## config.mk

```make
export PLATFORM = sky130hd
export DESIGN_NAME = mf3_fifo
export DESIGN_NICKNAME = d
export VERILOG_FILES = /design/src/sv/mf3_fifo.sv
export SDC_FILE = /design/constraint.sdc
export NUM_CORES = 1
export LEC_CHECK = 0
export BUFFER_PORTS_ARGS = -buffer_cell sky130_fd_sc_hd__clkbuf_2
export CAP_MARGIN = 0
export CORE_UTILIZATION = 55
export CTS_CLUSTER_SIZE = 24
export DETAILED_ROUTE_END_ITERATION = 7
export PLACE_DENSITY = 0.77
export SYNTH_ARGS = -nofsm -noshare
export SYNTH_HDL_FRONTEND = slang
export SYNTH_SLANG_ARGS = --single-unit
export TNS_END_PERCENT = 100
```

## constraint.sdc

```tcl
create_clock -name i_clk -period 2.2 [get_ports i_clk]
set_input_delay 0.44 -clock i_clk [delete_from_list [all_inputs] [get_ports i_clk]]
set_output_delay 0.44 -clock i_clk [all_outputs]
set_load 0.005 [all_outputs]
```

## src/sv/mf3_fifo.sv

```systemverilog
module mf3_fifo #(
    parameter int WIDTH = 8,
    parameter int DEPTH = 4
) (
    input  logic                       i_clk,
    input  logic                       i_rst_n,
    input  logic                       i_push,
    input  logic [WIDTH-1:0]           i_data,
    input  logic                       i_pop,
    output logic [WIDTH-1:0]           o_data,
    output logic                       o_empty,
    output logic [$clog2(DEPTH+1)-1:0] o_count
);
    localparam int PW    = $clog2(DEPTH);
    localparam int CNT_W = $clog2(DEPTH + 1);

    logic [WIDTH-1:0] r_mem [DEPTH];
    logic [PW-1:0]    r_wp, n_wp;
    logic [PW-1:0]    r_rp, n_rp;
    logic [CNT_W-1:0] r_cnt, n_cnt;
    logic             do_push;
    logic             do_pop;

    assign do_push = i_push && (r_cnt != CNT_W'(DEPTH));
    assign do_pop  = i_pop && (r_cnt != '0);

    always_comb begin
        n_wp  = r_wp;
        n_rp  = r_rp;
        n_cnt = r_cnt;
        if (do_push) begin
            n_wp = (r_wp == PW'(DEPTH - 1)) ? '0 : r_wp + PW'(1);
        end
        if (do_pop) begin
            n_rp = (r_rp == PW'(DEPTH - 1)) ? '0 : r_rp + PW'(1);
        end
        if (do_push && !do_pop) begin
            n_cnt = r_cnt + CNT_W'(1);
        end else if (do_pop && !do_push) begin
            n_cnt = r_cnt - CNT_W'(1);
        end
    end

    always_ff @(posedge i_clk) begin
        if (!i_rst_n) begin
            r_wp  <= '0;
            r_rp  <= '0;
            r_cnt <= '0;
        end else begin
            r_wp  <= n_wp;
            r_rp  <= n_rp;
            r_cnt <= n_cnt;
        end
    end

    always_ff @(posedge i_clk) begin
        if (do_push) begin
            r_mem[r_wp] <= i_data;
        end
    end

    assign o_data  = r_mem[r_rp];
    assign o_empty = (r_cnt == '0);
    assign o_count = r_cnt;

endmodule

```

==> impl_metrics.ini, run 1 <==
[final_layout]
n_fill_cell = 206
final_cell_mix = edfxtp_1, clkbuf_2, dfxtp_1
layout_commonest_cell = edfxtp_1
diodes = 0
final_nets = 140
drive_gt1_share_pct = 35.2
syn2layout_area_growth_pct = 13.6

[floorplanning]
fp-row-count = 19
coreArea_um2 = 2810
die-area_um2 = 3230
initial_core_util_pct = 58.9
die-height_um = 56.8
die_w_um = 56.8
ioPinCount = 24

[route]
vias_per_cell = 5.50
wirelength_um = 2450
drtAntennaViolNets = 0
dr.first_iter.drc_count = 25
post_drt_wl_per_cell_um = 16.0
num_vias = 842
drcViolationCount = 3
first_pass_iters = 6

[logic_synthesis]
yosysTopAreaCellShare_pct = 58.1
syn_area_um2 = 1650
ys_warn_count = 0
synth_top_area_cell = edfxtp_1
ys_seq_elements = 41
synth_ff_type = edfxtp_1
syn-num-nets = 111
synth.area.top_cells = edfxtp_1, dfxtp_1, mux4_2, ha_1, and2_1
ys_types = 24
yosysSeqAreaShare_pct = 69.0
async_reset_ff_share_pct = 0
avgSynthCellArea_um2 = 18.0
synth_edf_count = 32
synth_cells = 92

[pwr]
clkPwrFrac_pct = 22.9
sequentialPowerShare_pct = 51.2
switchingPower_uw = 564
combPwrFrac_pct = 25.9
p_leak_nw = 0.702
ir_drop_uv = 676
design_power_total_mw = 2.05
powerDensity_nw_per_um2 = 1090
p_int_mw = 1.48
p_sw_share_pct = 27.5

[setup_path]
crit_type = reg2reg
reg2reg_from = o_count[1]
path_cells = o31ai_4 -> ha_1 -> inv_1 -> fa_1 -> xor2_1 -> or3_1 -> a21boi_1
cp.required_ps = 2480
cp_top_family = adder cells
crit_path_max_fanout = 6
crit_slowest_cell = dfxtp_1
end_kind = register
crit_path_start = o_count[1]
path_buf_inv = 1
crit_arrival_ps = 2370
cp-start-kind = register
max_stage_delay_ps = 410

[sta]
post-route-period-util_pct = 95.1
final-max-slew-violation-count = 0
tns_ps = 0
whs_ps = 312
fin_crit_ps = 2090
maxSlewHeadroom_pct = 69.0
setup_viol = 0
fmax_mhz = 478
finalHoldViolations = 0
finalClockSkew_ps = 9.80
rsz0062_at_grt = false
tightest_slew_ps = 465

[clock_network]
holdBufCountCts = 0
cts_setup_buffers = 0
cts_resized = 0
tritoncts = built
ctsHtreeMaxLevel = 2
ctsRootBufferMaster = clkbuf_4
clock-sinks = 41
clk_pin_slew_ps = 120
cts_inserted_buffers = 5
clock_latency_ps = 340
clockBufferDepth = 2

[hold_path]
hp-class = in2reg
worstHoldStart = i_data[6]

[status]
outcome = finished with violations
violations = DRC

[placed_design]
dp_hpwl_um = 1700
place_congestion = 0.753
portBuffers = 23

[global_routing]
grt_pass1_vias = 836
grt_usage_pct = 18.0
grt_max_degree = 14
grt-ovfl-total = 0
antenna_found_initial = 0
grt_pass1_wl_um = 4060

[flow_run]
cap_viol_max_count = 0
synthesized netlist by cell type, drive strengths merged (2+ instances only):
cell / number
nor2: 3
inv: 3
mux2i: 3
nand3: 2
a21boi: 2
edfxtp: 32
o21ai: 3
clkbuf: 2
and2: 5
nand2: 6
dfxtp: 9
mux4: 8
ha: 6
routing by layer:
layer / GRT usage, % / wire (µm)
met5: 0 / 0
met4: 7.32 / 41
met3: 6.91 / 111
met2: 28.4 / 1270
met1: 22.5 / 1030
power by group through the flow:
| stage | logic (mW) | registers (mW) | clock network [mW] |
|---|---|---|---|
| floorplan | 0.383 | 1.04 | 0 |
| finish | 0.531 | 1.05 | 0.468 |
| global route | 0.595 | 1.07 | 0.512 |
| CTS | 0.541 | 1.05 | 0.478 |
| detailed placement | 0.533 | 1.07 | 0 |
| global placement | 0.523 | 1.06 | 0 |
registers in the layout, indices dropped and copies added (netlist names), named ones only:
name,flops
r_mem,32
r_rp,2
o_count,3
r_wp,2
final cells by class:
type	instances	area (µm²)	area share [%]
Multi-Input combinational cell	45	480	25.6
Timing Repair Buffer	25	130	6.93
Sequential cell	41	1140	60.8
Inverter	3	11.3	0.600
Clock inverter	2	35.0	1.87
Tap cell	31	38.8	2.07
Clock buffer	6	41.3	2.20
path summary, 6_finish.rpt:
kind | slack (ps) | end | depth (start not counted)
worst min register to register | 510 | r_wp[1] | 2
worst min-delay path | 310 | r_mem[1][6] | 1
worst max-delay path | 110 | o_count[2] | 7
worst max register to register | 110 | o_count[2] | 7
stage by stage:
step                util, %  cells  worst slack [ps]  cell area, µm²
floorplan                 -     92               163            1650
global placement       64.2    145               204            1800
detailed placement     64.2    145               129            1800
CTS                    66.9    153              92.7            1880
global route           66.9    153              12.3            1880
finish                 66.9    153               108            1880
kinds of logic after synthesis:
group	synth area share, %
AO/OA/AOI/OAI	3.79
XOR/XNOR	1.06
adder cells (fa/ha/maj)	5.75
buffers and inverters	1.89
flip-flops	69.0
multiplexers	12.7
AND/OR/NAND/NOR	5.75
Note: power is estimated with default switching activity, not from simulation.
==> run 2, diff against run 1 <==
--- a/config.mk
+++ b/config.mk
@@ -7,6 +7,7 @@
 export LEC_CHECK = 0
 export BUFFER_PORTS_ARGS = -buffer_cell sky130_fd_sc_hd__clkbuf_2
 export CAP_MARGIN = 0
+export CORE_ASPECT_RATIO = 1.4
 export CORE_UTILIZATION = 55
 export CTS_CLUSTER_SIZE = 24
 export DETAILED_ROUTE_END_ITERATION = 7
==> run 2 against run 1 <==
  * The flow now finishes without violations
  * Clock power is 4.5% lower
  * Clock-buffer cell count up 1
  * Critical path depth unchanged
  * First-iteration DRC count is 12% higher
  * Non-clock buffer count did not move
  * Total power down 1.3%
  * Largest power group unchanged
==> impl_metrics.ini, run 2 (synthesized netlist as in run 1, its figures left out) <==
[status]
outcome = finished, final reports clean

[setup_path]
crit_type = reg2reg
r2r_cells = 7
r2r_end = o_count[2]
rrSetupSlack_ps = 120
reg2reg_from = o_count[1]
crit_path_max_fanout = 6
cp-start-kind = register
cp.required_ps = 2420
end_kind = register
crit_arrival_ps = 2310

[floorplanning]
die-area_um2 = 3230
fp-row-count = 23
die_w_um = 48.3
die-height_um = 66.9
ioPinCount = 24
coreArea_um2 = 2850
initial_core_util_pct = 58.0

[sta]
maxSlewHeadroom_pct = 72.2
tightest_slew_ps = 417
final-max-slew-violation-count = 0
setup_ws_ps = 119
setup_viol = 0
finalClockSkew_ps = 7.85
fin_crit_ps = 2080
finalHoldViolations = 0
fmax_mhz = 481
tns_ps = 0
rsz0062_at_grt = false
post-route-period-util_pct = 94.6

[route]
dr.first_iter.drc_count = 28
drtAntennaViolNets = 0
post_drt_wl_per_cell_um = 14.7
vias_per_cell = 5.27
num_vias = 838
first_pass_iters = 4
drcViolationCount = 0
wirelength_um = 2340

[hold_path]
hp-class = in2reg
worstHoldStart = i_data[2]
whs_endpoint = r_mem[1][2]
min_path_cells = 1

[pwr]
powerDensity_nw_per_um2 = 1070
ir_drop_uv = 834
p_leak_nw = 0.699

[final_layout]
final_nets = 140
drive_gt1_share_pct = 33.6
largest_reg_flops = 32
fin_util_pct = 66.3
n_fill_cell = 205
instances_no_fill = 159
regMostFlops = r_mem
layout_commonest_cell = edfxtp_1
diodes = 0
final_cell_mix = edfxtp_1, clkbuf_2, dfxtp_1
syn2layout_area_growth_pct = 14.3

[clock_network]
cts_setup_buffers = 0
holdBufCountCts = 0
clockBufferDepth = 2
tritoncts = built
cts_resized = 0
ctsHtreeMaxLevel = 2
clock_latency_ps = 290
cts_inserted_buffers = 5
clock-sinks = 41
clk_pin_slew_ps = 70
ctsRootBufferMaster = clkbuf_8

[flow_run]
cap_viol_max_count = 0

[placed_design]
dp_hpwl_um = 1700
portBuffers = 23
placed_cells = 151
place_congestion = 0.651
dp_slack_ps = 112

[global_routing]
grt_usage_pct = 16.8
grt_max_degree = 13
grt-ovfl-total = 0
grt_pass1_vias = 814
antenna_found_initial = 0
grt_pass1_wl_um = 3700
==> run 2: cell types whose count changed in the layout (fill, tap and decap cells not counted), sizes merged <==
cell / delta
bufinv: -1
clkbuf: +1
==> run 2: power by group <==
group	internal (mW)	total, mW	leakage [nW]	switching, mW
clock	0.220	0.447	0.0399	0.227
sequential	0.954	1.04	0.367	0.0891
combinational	0.290	0.531	0.292	0.240
==> run 2: layout make-up <==
class | count | area (µm²) | area share, %
clock inverter | 1 | 3.75 | 0.199
clock buffer | 7 | 76.3 | 4.04
multi-input combinational | 45 | 480 | 25.4
timing repair buffer | 25 | 130 | 6.89
inverter | 3 | 11.3 | 0.596
tap | 37 | 46.3 | 2.45
sequential | 41 | 1140 | 60.4
==> run 2: routing by layer <==
metal,track usage [%],up-vias,share of wire [%]
met3,6.16,6,5.6
met4,9.93,0,2.4
met5,0,-,0
met2,28.5,26,53
met1,18.0,402,39
li1,-,404,-
==> run 2: metrics by stage <==
step	hold slack, ps	area [µm²]	total power [mW]
after floorplan	468	1650	1.42
after global placement	479	1810	1.57
after detailed placement	490	1810	1.60
after CTS	358	1890	2.05
after global routing	364	1890	2.13
final	363	1890	2.02
==> run 2: worst max-delay path by stage <==
stage                     from          to  cells after the start
global placement    o_count[1]  o_count[2]                      7
floorplan           o_count[0]  o_count[2]                      8
global route        o_count[1]  o_count[2]                      7
finish              o_count[1]  o_count[2]                      7
detailed placement  o_count[1]  o_count[2]                      7
CTS                 o_count[1]  o_count[2]                      7
==> run 2: worst max-delay path, stage by stage (launching register included) <==
cell,delay (ps)
dfxtp_1,400
o31ai_4,340
ha_1,230
inv_1,60
fa_1,380
xor2_1,160
or3_1,310
a21boi_1,150
