==> src/sv/mf3_pkg.sv <==
package mf3_pkg;

    localparam int PIX_W        = 8;
    localparam int WIDTH_CFG_W  = 11;
    localparam int HEIGHT_W     = 12;
    // rows up to two past the frame are counted while flushing
    localparam int ROW_W        = HEIGHT_W + 1;
    localparam int CFG_DATA_W   = 12;
    localparam int CFG_IDX_W    = 1;
    localparam int MIN_DIM      = 3;
    localparam int WIDTH_RESET  = 640;
    localparam int HEIGHT_RESET = 480;
    localparam int QUEUE_DEPTH  = 4;
    localparam int OUT_DEPTH    = 8;

    typedef logic [PIX_W-1:0]     t_pix;
    // window indexed [row][col], row 0 is the oldest line, col 2 the newest column
    typedef t_pix [2:0][2:0]      t_win;
    typedef logic [CFG_IDX_W-1:0] t_cfg_idx;

    localparam t_cfg_idx REG_FRAME_WIDTH  = 1'd0;
    localparam t_cfg_idx REG_FRAME_HEIGHT = 1'd1;

    typedef struct packed {
        logic flush;   // flush word that emits the last result of the frame
        logic col0;    // first column of a row
        logic r_ge1;   // at least one row above exists
        logic r_ge2;   // at least two rows above exist
    } t_flags;

    function automatic t_pix min2(input t_pix a, input t_pix b);
        return (a < b) ? a : b;
    endfunction

    function automatic t_pix max2(input t_pix a, input t_pix b);
        return (a > b) ? a : b;
    endfunction

    function automatic t_pix med3(input t_pix a, input t_pix b, input t_pix c);
        return max2(min2(a, b), min2(max2(a, b), c));
    endfunction

endpackage

==> src/sv/mf3_front.sv <==
module mf3_front #(
    parameter int MAX_WIDTH = 1024
) (
    input  logic                             i_clk,
    input  logic                             i_rst_n,
    input  logic                             i_valid,
    output logic                             o_ready,
    input  mf3_pkg::t_pix                    i_pixel,
    input  logic                             i_cfg_we,
    input  mf3_pkg::t_cfg_idx                i_cfg_idx,
    input  logic [mf3_pkg::CFG_DATA_W-1:0]   i_cfg_data,
    input  logic                             i_q_full,
    output logic                             o_push,
    output logic [$clog2(MAX_WIDTH)-1:0]     o_col,
    output mf3_pkg::t_pix                    o_pix,
    output mf3_pkg::t_flags                  o_flags
);
    import mf3_pkg::*;

    localparam int COL_W     = $clog2(MAX_WIDTH);
    localparam int WW        = COL_W + 1;
    localparam int WIDTH_RST = (WIDTH_RESET > MAX_WIDTH) ? MAX_WIDTH : WIDTH_RESET;

    logic [WW-1:0]       r_width;
    logic [HEIGHT_W-1:0] r_height;
    logic [COL_W-1:0]    r_col, n_col;
    logic [ROW_W-1:0]    r_row, n_row;

    logic [31:0]         w_req;
    logic [WW-1:0]       w_clamp;
    logic [HEIGHT_W-1:0] h_req;
    logic [HEIGHT_W-1:0] h_clamp;
    logic [ROW_W-1:0]    hp1;
    logic                restart;
    logic [COL_W-1:0]    c_eff;
    logic [ROW_W-1:0]    r_eff;
    logic [WW-1:0]       c_inc;

    // clamp register writes into their legal range
    always_comb begin
        w_req = 32'(i_cfg_data[WIDTH_CFG_W-1:0]);
        if (w_req < 32'(MIN_DIM)) begin
            w_clamp = WW'(MIN_DIM);
        end else if (w_req > 32'(MAX_WIDTH)) begin
            w_clamp = WW'(MAX_WIDTH);
        end else begin
            w_clamp = WW'(w_req);
        end
        h_req   = i_cfg_data[HEIGHT_W-1:0];
        h_clamp = (h_req < HEIGHT_W'(MIN_DIM)) ? HEIGHT_W'(MIN_DIM) : h_req;
    end

    always_ff @(posedge i_clk) begin
        if (!i_rst_n) begin
            r_width  <= WW'(WIDTH_RST);
            r_height <= HEIGHT_W'(HEIGHT_RESET);
        end else if (i_cfg_we) begin
            case (i_cfg_idx)
                REG_FRAME_WIDTH:  r_width  <= w_clamp;
                REG_FRAME_HEIGHT: r_height <= h_clamp;
                default: ;
            endcase
        end
    end

    // classify the word by its place in the frame
    always_comb begin
        hp1     = ROW_W'(r_height) + ROW_W'(1);
        restart = (WW'(r_col) >= r_width) || (r_row > hp1);
        c_eff   = restart ? '0 : r_col;
        r_eff   = restart ? '0 : r_row;

        o_flags.flush = (r_eff == hp1);
        o_flags.col0  = (c_eff == '0);
        o_flags.r_ge1 = (r_eff != '0);
        o_flags.r_ge2 = (r_eff >= ROW_W'(2));
        o_col         = c_eff;
        o_pix         = (r_eff < ROW_W'(r_height)) ? i_pixel : '0;

        c_inc = WW'(c_eff) + WW'(1);
        if (o_flags.flush) begin
            n_col = '0;
            n_row = '0;
        end else if (c_inc >= r_width) begin
            n_col = '0;
            n_row = r_eff + ROW_W'(1);
        end else begin
            n_col = c_inc[COL_W-1:0];
            n_row = r_eff;
        end
    end

    assign o_ready = !i_q_full;
    assign o_push  = i_valid && !i_q_full;

    always_ff @(posedge i_clk) begin
        if (!i_rst_n) begin
            r_col <= '0;
            r_row <= '0;
        end else if (o_push) begin
            r_col <= n_col;
            r_row <= n_row;
        end
    end

endmodule

==> config.mk <==
export PLATFORM = sky130hd
export DESIGN_NAME = mf3_front
export DESIGN_NICKNAME = d
export VERILOG_FILES = /design/src/sv/mf3_pkg.sv /design/src/sv/mf3_front.sv
export SDC_FILE = /design/constraint.sdc
export NUM_CORES = 1
export LEC_CHECK = 0
export BUFFER_PORTS_ARGS = -buffer_cell sky130_fd_sc_hd__buf_2
export CAP_MARGIN = 25
export CORE_ASPECT_RATIO = 1.1
export CORE_UTILIZATION = 30
export DETAILED_ROUTE_END_ITERATION = 10
export PLACE_DENSITY = 0.46
export SYNTH_ARGS = -nofsm -noshare
export SYNTH_HDL_FRONTEND = slang
export SYNTH_SLANG_ARGS = --single-unit
==> constraint.sdc <==
create_clock -name i_clk -period 9.55 [get_ports i_clk]
set_input_delay 0.4775 -clock i_clk [delete_from_list [all_inputs] [get_ports i_clk]]
set_output_delay 0.4775 -clock i_clk [all_outputs]
set_load 0.01 [all_outputs]
==> impl_metrics.ini <==
[final_layout]
areaGrowthSynthToFinish_pct = 11.36
fin_nets = 608
antennaDiodeCount = 0
drive_gt1_share_pct = 13.58

[grt]
antenna_found_initial = 0
grt_pass1_wl_um = 19890
grt_max_degree = 28
first_global_vias = 3847
grt.total_usage_pct = 18.30
global_route.overflow_total = 0

[power]
switchingPower_w = 0.0001183
internal-power_w = 0.0003211
swShare_pct = 26.92
clkPwrFrac_pct = 38.0
ir_worst_vdd_mv = 0.06722
p_seq_share_pct = 46.3
power.leakage_nw = 2.024
power.density_nw_per_um2 = 97.63
p_comb_share_pct = 15.8

[logic_synthesis]
syn_inst = 501
syn-num-nets = 579
netlist_area_sq_um = 4041
synth_edf_count = 0
async_flop_share_pct = 0
syn_area_per_cell_sq_um = 8.067
seq_area_frac_synth_pct = 22.79
synth_flop_cell = dfxtp_1
ys_warn_count = 0
synth_cell_type_count = 67
ys_ff_latch = 46

[routing]
drt_pass1_iterations = 4
dr_total_vias = 3825
routed_wl_um = 11910
drtIter0Drc = 151
antenna_left = 0
vias_per_cell = 5.535
drc = 0
wl_per_cell_um = 17.24

[critical_path]
crit_chain = ha_1, nand3_1, xnor2_1, inv_1, ha_1, and3_1, nand3_1, o32ai_4, and2_1, nand2_1, inv_1, ha_1, and3_1, and3_1, xnor2_1, nor2_1, ha_1, a21o_1, a21o_1, a221o_1, nor2_1, and2_1, a22o_1
cp_num_buf_inv = 2
cp-end-kind = register
worst-setup-path-type = register to register
cpMaxStageDelayCell = o32ai_4
cp-start-kind = register
max_stage_delay_ps = 740
worstPathArrival_ps = 6940
required_ps = 9780
crit_path_max_fanout = 27
crit_path_frequent_cell = ha_1
crit_family = simple AND/OR/NAND/NOR gates

[sta]
grt_setup_unrepaired = false
relSlewSlack_pct = 41.83
fmax_ghz = 0.1489
fin_worst_skew_ps = 4.258
slew_viol_final = 0
worstMarginPinSlew_ps = 872.5
setup_ws_ps = 2836
setup_tns_ps = 0
hold_viol = 0
min_period_ps = 6714
setup_viol = 0
fin_crit_sh_pct = 70.30

[cts]
cts_setup_buffers = 0
clock_sinks = 46
clock_path_buffers = 2
postCtsHoldBufs = 0
cts-root-buf = clkbuf_16
cts_tree = built
cts_buffers = 5
clock_latency_ps = 290
cts_resized = 0
htree_num_levels = 2
path_clk_slew_ps = 60

[place]
portBuffers = 49
dpl.hpwl_um = 9520
dp_slack_ps = 2903
place_congestion = 0.9044

[status]
outcome = complete, no violations

[floorplanning]
fp.dieH_um = 123.7
die_area_sq_um = 13940
pin_count = 50
dieWidth_um = 112.7
rows = 44
start_util_pct = 30.72
core_sq_um = 13160

[run]
drv_cap = 0

[min_path]
min_path_type = primary input to register
==> synth_stat cells (4+ instances only) <==
library cell | number | area (sq um)
xnor2_1 | 17 | 148.9
inv_1 | 37 | 138.9
nand3_1 | 20 | 100.1
buf_2 | 6 | 30.03
mux2i_1 | 4 | 40.04
o31ai_1 | 4 | 30.03
a21oi_1 | 17 | 85.08
o211ai_1 | 6 | 45.04
nor3b_1 | 9 | 67.56
dfxtp_1 | 46 | 920.9
nand4_1 | 10 | 62.56
nor2b_1 | 15 | 93.84
a21boi_0 | 6 | 45.04
nand2_1 | 55 | 206.5
clkbuf_1 | 18 | 67.56
a22oi_1 | 6 | 45.04
nor4_1 | 5 | 31.28
o21ai_0 | 10 | 50.05
nor2_1 | 17 | 63.81
a31oi_1 | 6 | 37.54
a22o_1 | 12 | 105.1
o21a_1 | 7 | 52.55
xor2_1 | 5 | 43.79
a21o_1 | 5 | 37.54
and2_1 | 8 | 50.05
or4_1 | 4 | 30.03
or3_1 | 6 | 37.54
and3_1 | 29 | 181.4
ha_1 | 52 | 650.6
nor3_1 | 8 | 40.04
==> worst paths after layout <==
path	from	end	slack, ps	depth (start not counted)
max	r_height[0]$_SDFFE_PN0P_	r_col[5]$_SDFFE_PN0P_	2840	23
min	i_cfg_data[11]	r_height[11]$_SDFFE_PN0P_	460	3
min reg2reg	r_width[7]$_SDFFE_PN1P_	r_width[7]$_SDFFE_PN1P_	490	2
max reg2reg	r_height[0]$_SDFFE_PN0P_	r_col[5]$_SDFFE_PN0P_	2840	23
==> worst min-delay path, cell delays in order <==
cell,delay (ps)
buf_2,110
nand2_1,50
a21boi_0,60
==> state kept, by name (all words and copies together) (netlist names) <==
signal    flops
r_col        10
r_height     12
r_row        13
r_width      11
==> power groups by stage <==
stage                     Combinational, W  Clock, W  Sequential (W)
after global placement           0.0000691         0        0.000208
after global routing             0.0000791  0.000178        0.000204
after CTS                        0.0000702  0.000171        0.000203
after detailed placement         0.0000695         0        0.000208
final                            0.0000693  0.000167        0.000203
after floorplan                  0.0000481         0        0.000205
==> layout by cell type (no fill, tap or decap), types with 7 or more instances in the layout <==
master	synthesis	routed
nand2_1	55	55
ha_1	52	52
buf_2	6	49
dfxtp_1	46	46
inv_1	37	37
and3_1	29	29
nand3_1	20	20
nor2_1	17	17
xnor2_1	17	17
a21oi_1	17	17
nor2b_1	15	15
a22o_1	12	12
nand4_1	10	10
o21ai_0	10	10
nor3b_1	9	9
nor3_1	8	8
and2_1	8	8
o21a_1	7	7
==> cell type report <==
class | instances | area, sq um
repair buffers | 50 | 252.7
flip-flops and latches | 46 | 920.9
clock buffers | 7 | 132.6
well taps | 161 | 201.4
inverters | 38 | 142.6
multi-input cells | 389 | 2850
fillers | 1398 | 8657
==> logic make-up after synthesis <==
kind of cell | after synthesis | synth area share [%]
AO/OA/AOI/OAI | 110 | 20.90
XOR/XNOR | 24 | 5.728
adder cells (fa/ha/maj) | 52 | 16.10
buffers and inverters | 66 | 6.687
flip-flops | 46 | 22.79
multiplexers | 4 | 0.9908
AND/OR/NAND/NOR | 199 | 26.81
==> layer usage <==
layer | GRT usage, % | part of all wire (%) | routed length, um | vias up
li1 | - | - | - | 1904
met1 | 20.52 | 43 | 5112 | 1807
met2 | 35.03 | 51 | 6067 | 88
met3 | 2.336 | 3.0 | 360 | 26
met4 | 7.417 | 3.1 | 369 | 0
met5 | 0 | 0 | 0 | -
==> stage by stage <==
| stage | cell area, sq um | total power, W | cells | utilization (%) | hold WS [ps] |
|---|---|---|---|---|---|
| 4_1_cts | 4501 | 0.0004448 | 691 | 34.21 | 457.3 |
| 3_5_place_dp | 4368 | 0.0002773 | 684 | 33.20 | 480.3 |
| 5_1_grt | 4501 | 0.0004615 | 691 | 34.21 | 465.9 |
| 3_3_place_gp | 4368 | 0.0002768 | 684 | 33.20 | 464.6 |
| 6_report | 4501 | 0.0004394 | 691 | 34.21 | 459.9 |
| 2_1_floorplan | 4041 | 0.0002530 | 501 | - | 440.8 |
Note: power is estimated with default switching activity, not from simulation.
